`src/rtl/core/rsc_div.sv`:
```
// radix-2 restoring divider, one quotient bit per cycle
module rsc_div #(
    parameter int QW = 32,
    parameter int VW = 32
) (
    input  logic          i_clk,
    input  logic          i_rst_n,
    input  logic          i_start,
    input  logic [VW-1:0] i_rem,
    input  logic [QW-1:0] i_num,
    input  logic [VW-1:0] i_den,
    output logic          o_done,
    output logic [QW-1:0] o_quo
);
    localparam int CNTW = $clog2(QW + 1);

    logic [VW-1:0]   r_rem;
    logic [QW-1:0]   r_quo;
    logic [VW-1:0]   r_den;
    logic [CNTW-1:0] r_cnt;
    logic            r_busy;
    logic            r_done;
    logic [VW:0]     t;
    logic [VW:0]     d;
    logic            ge;

    assign t  = {r_rem, r_quo[QW-1]};
    assign ge = (t >= {1'b0, r_den});
    assign d  = t - {1'b0, r_den};

    always_ff @(posedge i_clk) begin
        if (!i_rst_n) begin
            r_busy <= 1'b0;
            r_done <= 1'b0;
            r_cnt  <= '0;
        end else begin
            r_done <= 1'b0;
            if (i_start) begin
                r_busy <= 1'b1;
                r_cnt  <= CNTW'(QW);
            end else if (r_busy) begin
                r_cnt <= r_cnt - 1'b1;
                if (r_cnt == CNTW'(1)) begin
                    r_busy <= 1'b0;
                    r_done <= 1'b1;
                end
            end
        end
    end

    always_ff @(posedge i_clk) begin
        if (i_start) begin
            r_rem <= i_rem;
            r_quo <= i_num;
            r_den <= i_den;
        end else if (r_busy) begin
            r_rem <= ge ? d[VW-1:0] : t[VW-1:0];
            r_quo <= {r_quo[QW-2:0], ge};
        end
    end

    assign o_done = r_done;
    assign o_quo  = r_quo;
endmodule

```
`config.mk`:
```
export PLATFORM = sky130hd
export DESIGN_NAME = rsc_div
export DESIGN_NICKNAME = d
export VERILOG_FILES = /design/src/rtl/core/rsc_div.sv
export SDC_FILE = /design/constraint.sdc
export NUM_CORES = 1
export LEC_CHECK = 0
export ABC_AREA = 0
export BUFFER_PORTS_ARGS = -buffer_cell sky130_fd_sc_hd__buf_2
export CAP_MARGIN = 20
export CORE_ASPECT_RATIO = 0.7
export CORE_MARGIN = 2
export CORE_UTILIZATION = 56
export DETAILED_ROUTE_END_ITERATION = 7
export MAX_ROUTING_LAYER = met4
export PLACE_DENSITY = 0.8
export REMOVE_ABC_BUFFERS = 1
export SYNTH_ARGS = -nofsm -noshare
export SYNTH_HDL_FRONTEND = slang
export SYNTH_SLANG_ARGS = --single-unit
```
`constraint.sdc`:
```
create_clock -name i_clk -period 3.1 [get_ports i_clk]
set_clock_uncertainty 0.05 [all_clocks]
set_input_delay 0 -clock i_clk [delete_from_list [all_inputs] [get_ports i_clk]]
set_output_delay 0 -clock i_clk [all_outputs]
set_load 0.05 [all_outputs]
```
Word level (Yosys, flattened, before mapping). Cells that the tools add are included.

Word-level logic and storage cells: 27. Output and inout port bits: 33. Register bits after elaboration: 104. Bits of input ports: 99.

Muxes and demuxes: 11. Equality and inequality tests: 1. Bitwise logic cells: 2. Reduce and logical (&&, ||, !) cells: 3. Add/sub/neg operators: 2. $lt $le $gt $ge: 1.

Operators by type and width (count): $mux W32 (5); $ge A33 B32 Y1 (1); $sub A32 B32 Y32 (1); $mux W6 (2); $eq A6 B1 Y1 const B (1); $sub A6 B1 Y6 const B (1); $mux W1 (4); $reduce_or A3 Y1 (1); $not A1 Y1 (2); $reduce_bool A2 Y1 (1); $reduce_or A2 Y1 (1).

Longest topological paths before layout. Gate-level depths: netlist of the first run.

Depth in word-level cells: 4. Mapped depth: 14. Mapped depth without buffers: 12.

Worst setup path before layout of the first run. No wires, ideal clock.

Kind: register -> register. From: register r_quo[31], in the netlist o_quo[31]. To: register r_rem[22], data pin. Period minus slack after synthesis: 3.094 ns. Cell stages (with the launch flop): 13. Library setup time: 0.151 ns. Path buffers: 0. Data required time: 2.899 ns. Arrival: 2.893 ns. Slack: 0.006 ns. Path through: edfxtp_1 -> inv_1 -> ha_1 -> inv_1 -> fa_1 -> a211oi_1 -> o21ai_0 -> o211ai_1 -> a21oi_1 -> o21ai_1 -> nor2_1 -> or4_4 -> o211ai_2.

Longest elaborated chain between the ends: 4. Elaborated cells between the ends (all ways): 5. Classes of those cells: add/sub: 1; order compare: 1; mux: 3.

RTL lines: start: declaration (RTL line 18) `logic [QW-1:0] r_quo;`; start signal: assignment (RTL line 54) `r_quo <= i_num;`; start signal: assignment (RTL line 58) `r_quo <= {r_quo[QW-2:0], ge};`; $sub A32 B32 Y32 or $ge A33 B32 Y1 (tied branches) (RTL line 29, 28); $mux W32 (*) (RTL line 57) `r_rem <= ge ? d[VW-1:0] : t[VW-1:0];`; $mux W32 (*) (RTL line 56) `end else if (r_busy) begin`; $mux W32 (*) (RTL line 52) `if (i_start) begin`; end signal: assignment (RTL line 53) `r_rem <= i_rem;`; end signal: assignment (RTL line 57); end: declaration (RTL line 17) `logic [VW-1:0] r_rem;`.

Mark *: on every way between the ends. The rest lies on a longest branch, timed or not. The select of a mux whose other input is x is not followed. A chain may end at the register's enable or synchronous reset.

Final worst setup path of the first run.
From: register r_den[1]. To: register r_rem[25], data pin.

Longest elaborated chain between the ends: 4. Elaborated cells between the ends (all ways): 5. Classes of those cells: add/sub: 1; order compare: 1; mux: 3.

RTL lines: start: declaration (RTL line 19) `logic [VW-1:0] r_den;`; start signal: assignment (RTL line 55) `r_den <= i_den;`; $sub A32 B32 Y32 or $ge A33 B32 Y1 (tied branches) (RTL line 29, 28); $mux W32 (*) (RTL line 57); $mux W32 (*) (RTL line 56); $mux W32 (*) (RTL line 52).

Marked as above.

==> flow_results.org, run 1 <==
** STA
- Transition time at the pin with the least slew margin :: 0.808 ns
- Fin. max-slew vios :: 0
- Number of endpoints failing setup at the final stage :: 0
- Tightest hold margin :: 0.125 ns
- Fin. Hold Viols :: 0
- Worst-case headroom to the max-slew limit :: 46.1%
- The routed design could run at a clock period as short as 3.01 ns.
- F_max :: 332 MHz
- Share of the cycle needed by the critical path after routing :: 97.2%

** Layout
- In the final layout, the share of cells above drive strength 1 is 27.0%.
- Number of inserted filler cells in the final layout :: 691
- With fillers left out, the area of the finished cells amounts to 8460 sq um.
- Number of cells in the finished layout apart from fillers :: 959
- The net count of the finished layout is 935.
- Synth-to-layout area growth :: 33.7%
- The number of antenna diodes in the final layout is 0.

** Die
- Cell row count :: 32
- Measured along the x axis, the die boundary spans 131 um.
- The region available for standard cell placement spans 11000 sq um.
- The die covers 12200 sq um.
- For this design the top-level I/O count stands at 132.
- Starting utilization of the core area :: 57.5%
- Die Ht :: 92.9 um

** Clock tree
- Max Buffers Root-to-Sink :: 2
- Source-to-sink clock delay at the later pin of the worst-skew pair :: 0.35 ns
- Root buffer selected by CTS :: clkbuf_16
- The clock net in this run drives a total of 104 sinks.
- In this run the number of H-tree levels came out at 3.
- Clock transition at the register clock pins on the worst setup and hold paths after CTS :: 0.08 ns
- The number of clock buffers added by TritonCTS is 9.
- TritonCTS built the clock tree.

** Drt
- Summed over all layers, the routed wires come to 17900 um.
- In the routed layout, each cell is associated on average with a via count of 5.79.
- The final route contains 5550 vias.
- DRT iter0 DRCs :: 528
- Drt pass-1 iters :: 5
- After detailed routing, the number of remaining DRC violations is 0.
- Dividing the detail-routed wire length by the instance count gives 18.7 um.
- Remaining antenna violation count after routing :: 0

** Setup path
- By instance count, the cell type seen most on the critical path is mux2_2.
- Data on the critical path is required at its endpoint by 3.16 ns.
- The slowest stage of the critical path is the edfxtp_1 cell.
- Max Fanout on Critical Path :: 5
- Data arrives at the worst endpoint at 3.07 ns.
- STA classifies the critical path endpoint as a flop.
- List of cells traversed by the critical path :: inv_1 > ha_1 > nor2b_1 > o31a_2 > o211ai_2 > nand3_2 > a31oi_4 > o21a_4 > mux2_2 > mux2_2
- For this run, the slowest stage of the critical path takes 0.42 ns.
- Worst Setup Path Type :: reg2reg
- The worst setup path is launched from a flop.

** Power
- Per report_power, the combinational group accounts for 45.4% of the total.
- Summed over all cells, the static leakage comes to 3.57 nW.
- For this design the total switching power over the nets is 2.23 mW.
- The design draws 5.72 mW.
- Net switching is 39.0% of the power.
- Peak supply drop :: 396 uV
- Cell internal power was estimated by the tool at 3.48 mW.
- P per Cell Area :: 676 nW/um^2
- In this run, the clock network consumes 20.1% of the power.
- Sequential fraction of design power :: 34.5%

** GRT
- Remaining global-route overflow :: 0
- Pin count of the biggest net entering global routing :: 68
- Number of antenna violations at the first check in global routing :: 0
- Global routing consumed, over all layers together, 31.3% of the routing resources.
- The number of global-route vias before repair is 5602.
- First-pass GRT wire length :: 28400 um

** Synth
- For this run, the number of Yosys warnings is 0.
- Count of distinct cell types in the synthesized netlist :: 63
- The most used flip-flop cell after synthesis is edfxtp_1.
- The cell area that synthesis handed to floorplanning was 6330 sq um.
- EDFF count, synth :: 96
- For this run, the register share of the synthesized area comes to 48.1%.
- Of the post-synthesis cell area, the dominant cell type holds 45.6%.
- Of all flip-flops after synthesis, the portion carrying an async set or reset was 0%.
- In this run, synthesis produced a sequential element count of 104.
- Top area cells in the synthesized netlist :: edfxtp_1 (46%), ha_1 (6.7%), mux2_2 (6.1%)
- Post-Synthesis Cells :: 581
- Dividing the synthesized area by the synthesized cell count gives 10.9 sq um.
- Cell taking the most area after synthesis :: edfxtp_1

** Placed design
- The count of buffers added on input and output ports is 131.
- Detailed placement ended at an HPWL of 10700 um.
- Summing all placed instances gives a cell area of 7130 sq um.
- Routability-driven placement finished with a final weighted congestion of 0.926.
- Once placement completed, the tool counted placed cells totaling 845.

** Outcome
- Result of the run :: complete, no violations

** Run
- Number of max-cap violations :: 0

** Hold path
- In this run the worst hold path is classified as in2reg.
## logic make-up after synthesis
family          count (synthesis)  synth area share [%]
simple gates                  153                  12.0
compound gates                143                  16.4
flops                         104                  48.1
buf+inv                        74                  5.00
mux                            40                  7.00
fa+ha+maj                      35                  7.04
xor+xnor                       32                  4.43
## critical path: cells and delay by family (launching register included)
kind            cells  cell delay [ns]
mux                 2             0.59
buf+inv             1             0.15
flops               1             0.42
fa+ha+maj           1             0.27
compound gates      4             0.96
simple gates        2             0.32
## path summary, 6_finish.rpt
path                          from                     to  slack (ns)  depth (start not counted)
max             r_den[1]$_DFFE_PP_    r_rem[25]$_DFFE_PP_        0.09                         10
min                        i_start     r_den[9]$_DFFE_PP_        0.12                          1
max reg2reg     r_den[1]$_DFFE_PP_    r_rem[25]$_DFFE_PP_        0.09                         10
min reg2reg  r_cnt[1]$_SDFFE_PP0P_  r_cnt[1]$_SDFFE_PP0P_        0.48                          2
## stage by stage
stage / setup TNS [ns] / setup WS, ns / utilization, %
2_1_floorplan: -9.02 / -0.599 / -
3_3_place_gp: 0 / 0.0723 / 64.8
3_5_place_dp: 0 / 0.0132 / 64.8
4_1_cts: 0 / 0.0240 / 76.3
5_1_grt: -0.0356 / -0.0116 / 76.8
6_report: 0 / 0.0877 / 76.8
## power by group through the flow
stage	Clock, mW	Combinational, mW	Sequential, mW
2_1_floorplan	0	1.59	2.11
3_3_place_gp	0	2.29	1.97
3_5_place_dp	0	2.34	1.98
4_1_cts	1.16	2.46	1.96
5_1_grt	1.21	2.82	1.99
6_report	1.15	2.60	1.97
## placed cells by master (no fill, tap or decap), types with 9 or more instances in the layout
| master | Yosys | final |
|---|---|---|
| a21o_1 | 15 | 15 |
| a21oi_1 | 26 | 24 |
| buf_2 | 9 | 130 |
| buf_4 | 1 | 9 |
| clkbuf_16 | 0 | 9 |
| dlygate4sd3_1 | 0 | 97 |
| edfxtp_1 | 96 | 96 |
| ha_1 | 34 | 31 |
| inv_1 | 43 | 42 |
| mux2_2 | 34 | 34 |
| nand2_1 | 55 | 55 |
| nand3_1 | 9 | 9 |
| nand3b_1 | 14 | 14 |
| nor2_1 | 32 | 32 |
| o211ai_1 | 9 | 9 |
| o21ai_0 | 19 | 18 |
| o311ai_0 | 13 | 13 |
| xnor2_1 | 16 | 16 |
| xor2_1 | 16 | 16 |
## timing repair
item / in CTS / in global routing
setup endpoints to repair: 2 / 33
gates resized for setup: 1 / 17
hold endpoints to repair: 102 / 0
hold buffers: 97 / 0
buffers inserted: 0 / 1
pin swaps: 0 / 3
## synth_stat cells, drive strengths merged (5+ instances only)
master,instances
a221o,6
o311ai,13
nand3,10
inv,43
a21oi,29
nand4,5
nand3b,14
mux2i,6
dfxtp,8
nor3,8
a21o,15
nand2,55
o31ai,5
xnor2,16
nor2,32
xor2,16
a31oi,9
o211ai,12
o21a,7
nor2b,8
mux2,34
buf,13
clkbuf,18
o21ai,21
edfxtp,96
ha,34
## flip-flops by register name, indices dropped and copies added, names as in the netlist
register / flops
r_busy: 1
r_den: 32
o_quo: 32
r_cnt: 6
r_rem: 32
o_done: 1
## layout make-up
type / instances / area [sq um] / share of cell area (%)
repair buffers: 240 / 1760 / 20.8
clock buffers: 10 / 229 / 2.71
multi-input cells: 403 / 3020 / 35.7
flip-flops and latches: 104 / 3040 / 36.0
inverters: 43 / 161 / 1.91
clock inverters: 6 / 62.6 / 0.740
well taps: 153 / 191 / 2.26
## routing by layer
| layer | global-route usage, % | routed length, um | up-vias |
|---|---|---|---|
| met5 | - | 0 | - |
| met4 | 9.40 | 395 | 0 |
| met3 | 6.47 | 1470 | 38 |
| met2 | 50.0 | 8400 | 302 |
| met1 | 40.4 | 7680 | 2618 |
| li1 | - | - | 2592 |
Note: power is estimated with default switching activity, not from simulation.
==> run 2, diff against run 1 <==
--- a/config.mk
+++ b/config.mk
@@ -8,12 +8,11 @@
 export ABC_AREA = 0
 export BUFFER_PORTS_ARGS = -buffer_cell sky130_fd_sc_hd__buf_2
 export CAP_MARGIN = 20
-export CORE_ASPECT_RATIO = 0.7
 export CORE_MARGIN = 2
 export CORE_UTILIZATION = 56
 export DETAILED_ROUTE_END_ITERATION = 7
 export MAX_ROUTING_LAYER = met4
-export PLACE_DENSITY = 0.8
+export PLACE_DENSITY_LB_ADDON = 0.05
 export REMOVE_ABC_BUFFERS = 1
 export SYNTH_ARGS = -nofsm -noshare
 export SYNTH_HDL_FRONTEND = slang
==> flow_results.org, run 2 (same netlist as run 1, synthesis figures left out) <==
** Outcome
- Result of the run :: complete, no violations

** Drt
- Remaining antenna violation count after routing :: 0 (unchanged)
- Overall via count from detail_route :: 5393 (-2.8%)
- DRT iter0 DRCs :: 440 (-17%)
- Total wire length :: 16000 um (-11%)
- Average via count per standard cell :: 5.69 (-1.7%)
- The number of optimization iterations in the first detailed-route pass was 5 (unchanged).
- DRC violations left :: 0 (unchanged)
- Per-cell routed wire length :: 16.9 um (-9.6%)

** GRT
- Via count of the first global-routing pass :: 5308 (-5.2%)
- The overflow left after global routing came to 0 (unchanged).
- First-pass GRT wire length :: 25000 um (-12%)
- The initial antenna violation count was 0 (unchanged).
- The global router's overall resource usage is 27.4% (-3.9 points).
- Pin count of the biggest net entering global routing :: 117 (+72%)

** Placed design
- The HPWL after detailed placement was 9840 um (-8.2%).
- Placement Cell Area :: 7120 sq um (-0.14%)
- Buffers added on ports :: 131 (unchanged)
- Routability cong. :: 0.903 (-2.4%)
- The cell count after placement came to 831 (-1.7%).
- The minimum setup slack after placement is 0.0158 ns (+0.00259 ns).

** STA
- The highest achievable clock rate came to 338 MHz (+1.7%).
- The final hold violation count is 0 (unchanged).
- Worst-case headroom to the max-slew limit :: 46.9% (+0.82 points)
- Transition time at the pin with the least slew margin :: 0.796 ns (-0.0122 ns)
- The final setup violation count is 0 (unchanged).
- The accumulated negative setup slack came to 0 ns (unchanged).
- The number of max-slew violations in the final report was 0 (unchanged).
- Share of the cycle needed by the critical path after routing :: 95.6% (-1.6 points)
- Worst-case setup margin in the final layout :: 0.138 ns (+0.0498 ns)
- Tightest hold margin :: 0.0929 ns (-0.0317 ns)
- Shortest period the worst path allows :: 2.96 ns (-0.0498 ns)

** Setup path
- Worst Setup End Kind :: flop
- The most numerous cell type found on the critical path is mux2_2.
- Critical Path AT :: 3.03 ns (-0.04 ns)
- The critical-path maximum fanout is 6 (+1).
- For this design, the slowest cell found on the critical path is edfxtp_1.
- The critical path is of the reg2reg type.
- Startpoint type of the worst setup path :: flop
- Traced cell by cell, the critical path runs through ha_1 > nor2b_1 > o31a_2 > o211ai_2 > nand3_2 > a31oi_2 > o21a_4 > mux2_2 > mux2_2.
- The required time at the worst-slack endpoint came to 3.17 ns (about the same).
- The number of buffers and inverters on the critical path is 0 (-1).
- Critical path's largest stage delay :: 0.44 ns (+0.02 ns)
- Among cell families on the critical path, the largest total delay comes from compound AO/OA/AOI/OAI gates.

** Clock tree
- The clock latency on the worst-skew pair is 0.36 ns (about the same).
- The H-tree depth was 3 (unchanged).
- TritonCTS clock tree :: done
- Sinks on Clock Net :: 104 (unchanged)
- The clock slew at the register clock pins of the worst setup and hold paths is 0.08 ns (about the same).
- The maximum clock insertion buffer count was 2 (unchanged).
- Number of buffers inserted during clock tree synthesis :: 9 (unchanged)
- The cell sitting at the root of the clock tree is a clkbuf_16.

** Run
- Number of max-cap violations :: 0 (unchanged)

** Layout
- The number of fill cells in the layout was 723 (+4.6%).
- Sequential cell area :: 3040 sq um (unchanged)
- The final standard cell count with taps included and fillers excluded is 948 (-1.1%).
- The final instance area came to 8500 sq um (+0.47%).
- Count of nets after finishing :: 937 (+0.21%)
- Commonest cells after routing, fill and taps aside :: buf_2 (130), dlygate4sd3_1 (97), edfxtp_1 (96)
- The area growth from synthesis to layout is 34.3%.
- Most common cell after layout, fill and taps aside :: buf_2
- Fraction of final layout cells with drive strength greater than 1 :: 26.7% (-0.31 points)
- Antenna diodes :: 0 (unchanged)
- The multi-input combinational cell area was 3000 sq um (-0.66%).

** Power
- Peak supply drop :: 490 uV (+24%)
- Static leakage power :: 3.61 nW (+1.2%)
- The ratio of total power to cell area was 685 nW/um^2 (+1.4%).

** Die
- The die height is 110 um (+19%).
- Starting utilization of the core area :: 57.9% (+0.39 points)
- The width of the chip is 110 um (-16%).
- The die area came to 12200 sq um (-0.11%).
- Cell row count :: 38 (+19%)
- Core area :: 10900 sq um (-0.68%)
- Number of top-level design ports :: 132 (unchanged)

** Hold path
- The worst hold path belongs to the class in2reg.
[run 2: metal layers]
metal	GRT usage (%)	wire [um]	part of all wire [%]
met1	34.1	6940	43
met2	45.4	7890	49
met3	6.76	963	6.0
met4	6.25	253	1.6
met5	-	0	0
[run 2: final timing paths]
path | cells past startpoint | slack, ns | startpoint | to
worst min-delay path | 1 | 0.09 | i_start | r_den[19]$_DFFE_PP_
worst max-delay path | 9 | 0.14 | r_rem[0]$_DFFE_PP_ | r_rem[25]$_DFFE_PP_
worst max register to register | 9 | 0.14 | r_rem[0]$_DFFE_PP_ | r_rem[25]$_DFFE_PP_
worst min register to register | 2 | 0.47 | r_cnt[1]$_SDFFE_PP0P_ | r_cnt[1]$_SDFFE_PP0P_
[run 2: power by group]
| group | internal, mW | total (mW) | switching, mW |
|---|---|---|---|
| combinational | 1.11 | 2.57 | 1.46 |
| clock | 0.728 | 1.30 | 0.576 |
| sequential | 1.83 | 1.95 | 0.122 |
| total | 3.67 | 5.83 | 2.15 |
[run 2: repair_timing]
| item | 4_1_cts | 5_1_grt |
|---|---|---|
| buffers inserted | 0 | 3 |
| setup endpoints to repair | 1 | 24 |
| endpoints found under the hold margin | 103 | 0 |
| pin swaps | 0 | 1 |
| hold buffers | 97 | 0 |
| resized for setup | 1 | 7 |
| gates cloned | 0 | 1 |
[run 2: stage by stage]
stage          total power [mW]  utilization [%]
2_1_floorplan              3.70                -
3_3_place_gp               4.25             65.1
3_5_place_dp               4.30             65.1
4_1_cts                    5.71             77.1
5_1_grt                    6.16             77.7
6_report                   5.83             77.7
[run 2: final cells by class]
type                       instances  share of cell area [%]
tap                              140                    2.06
clock buffer                       9                    2.65
sequential                       104                    35.8
clock inverter                     7                    1.28
timing repair buffer             242                    21.1
multi-input combinational        403                    35.3
inverter                          43                    1.90
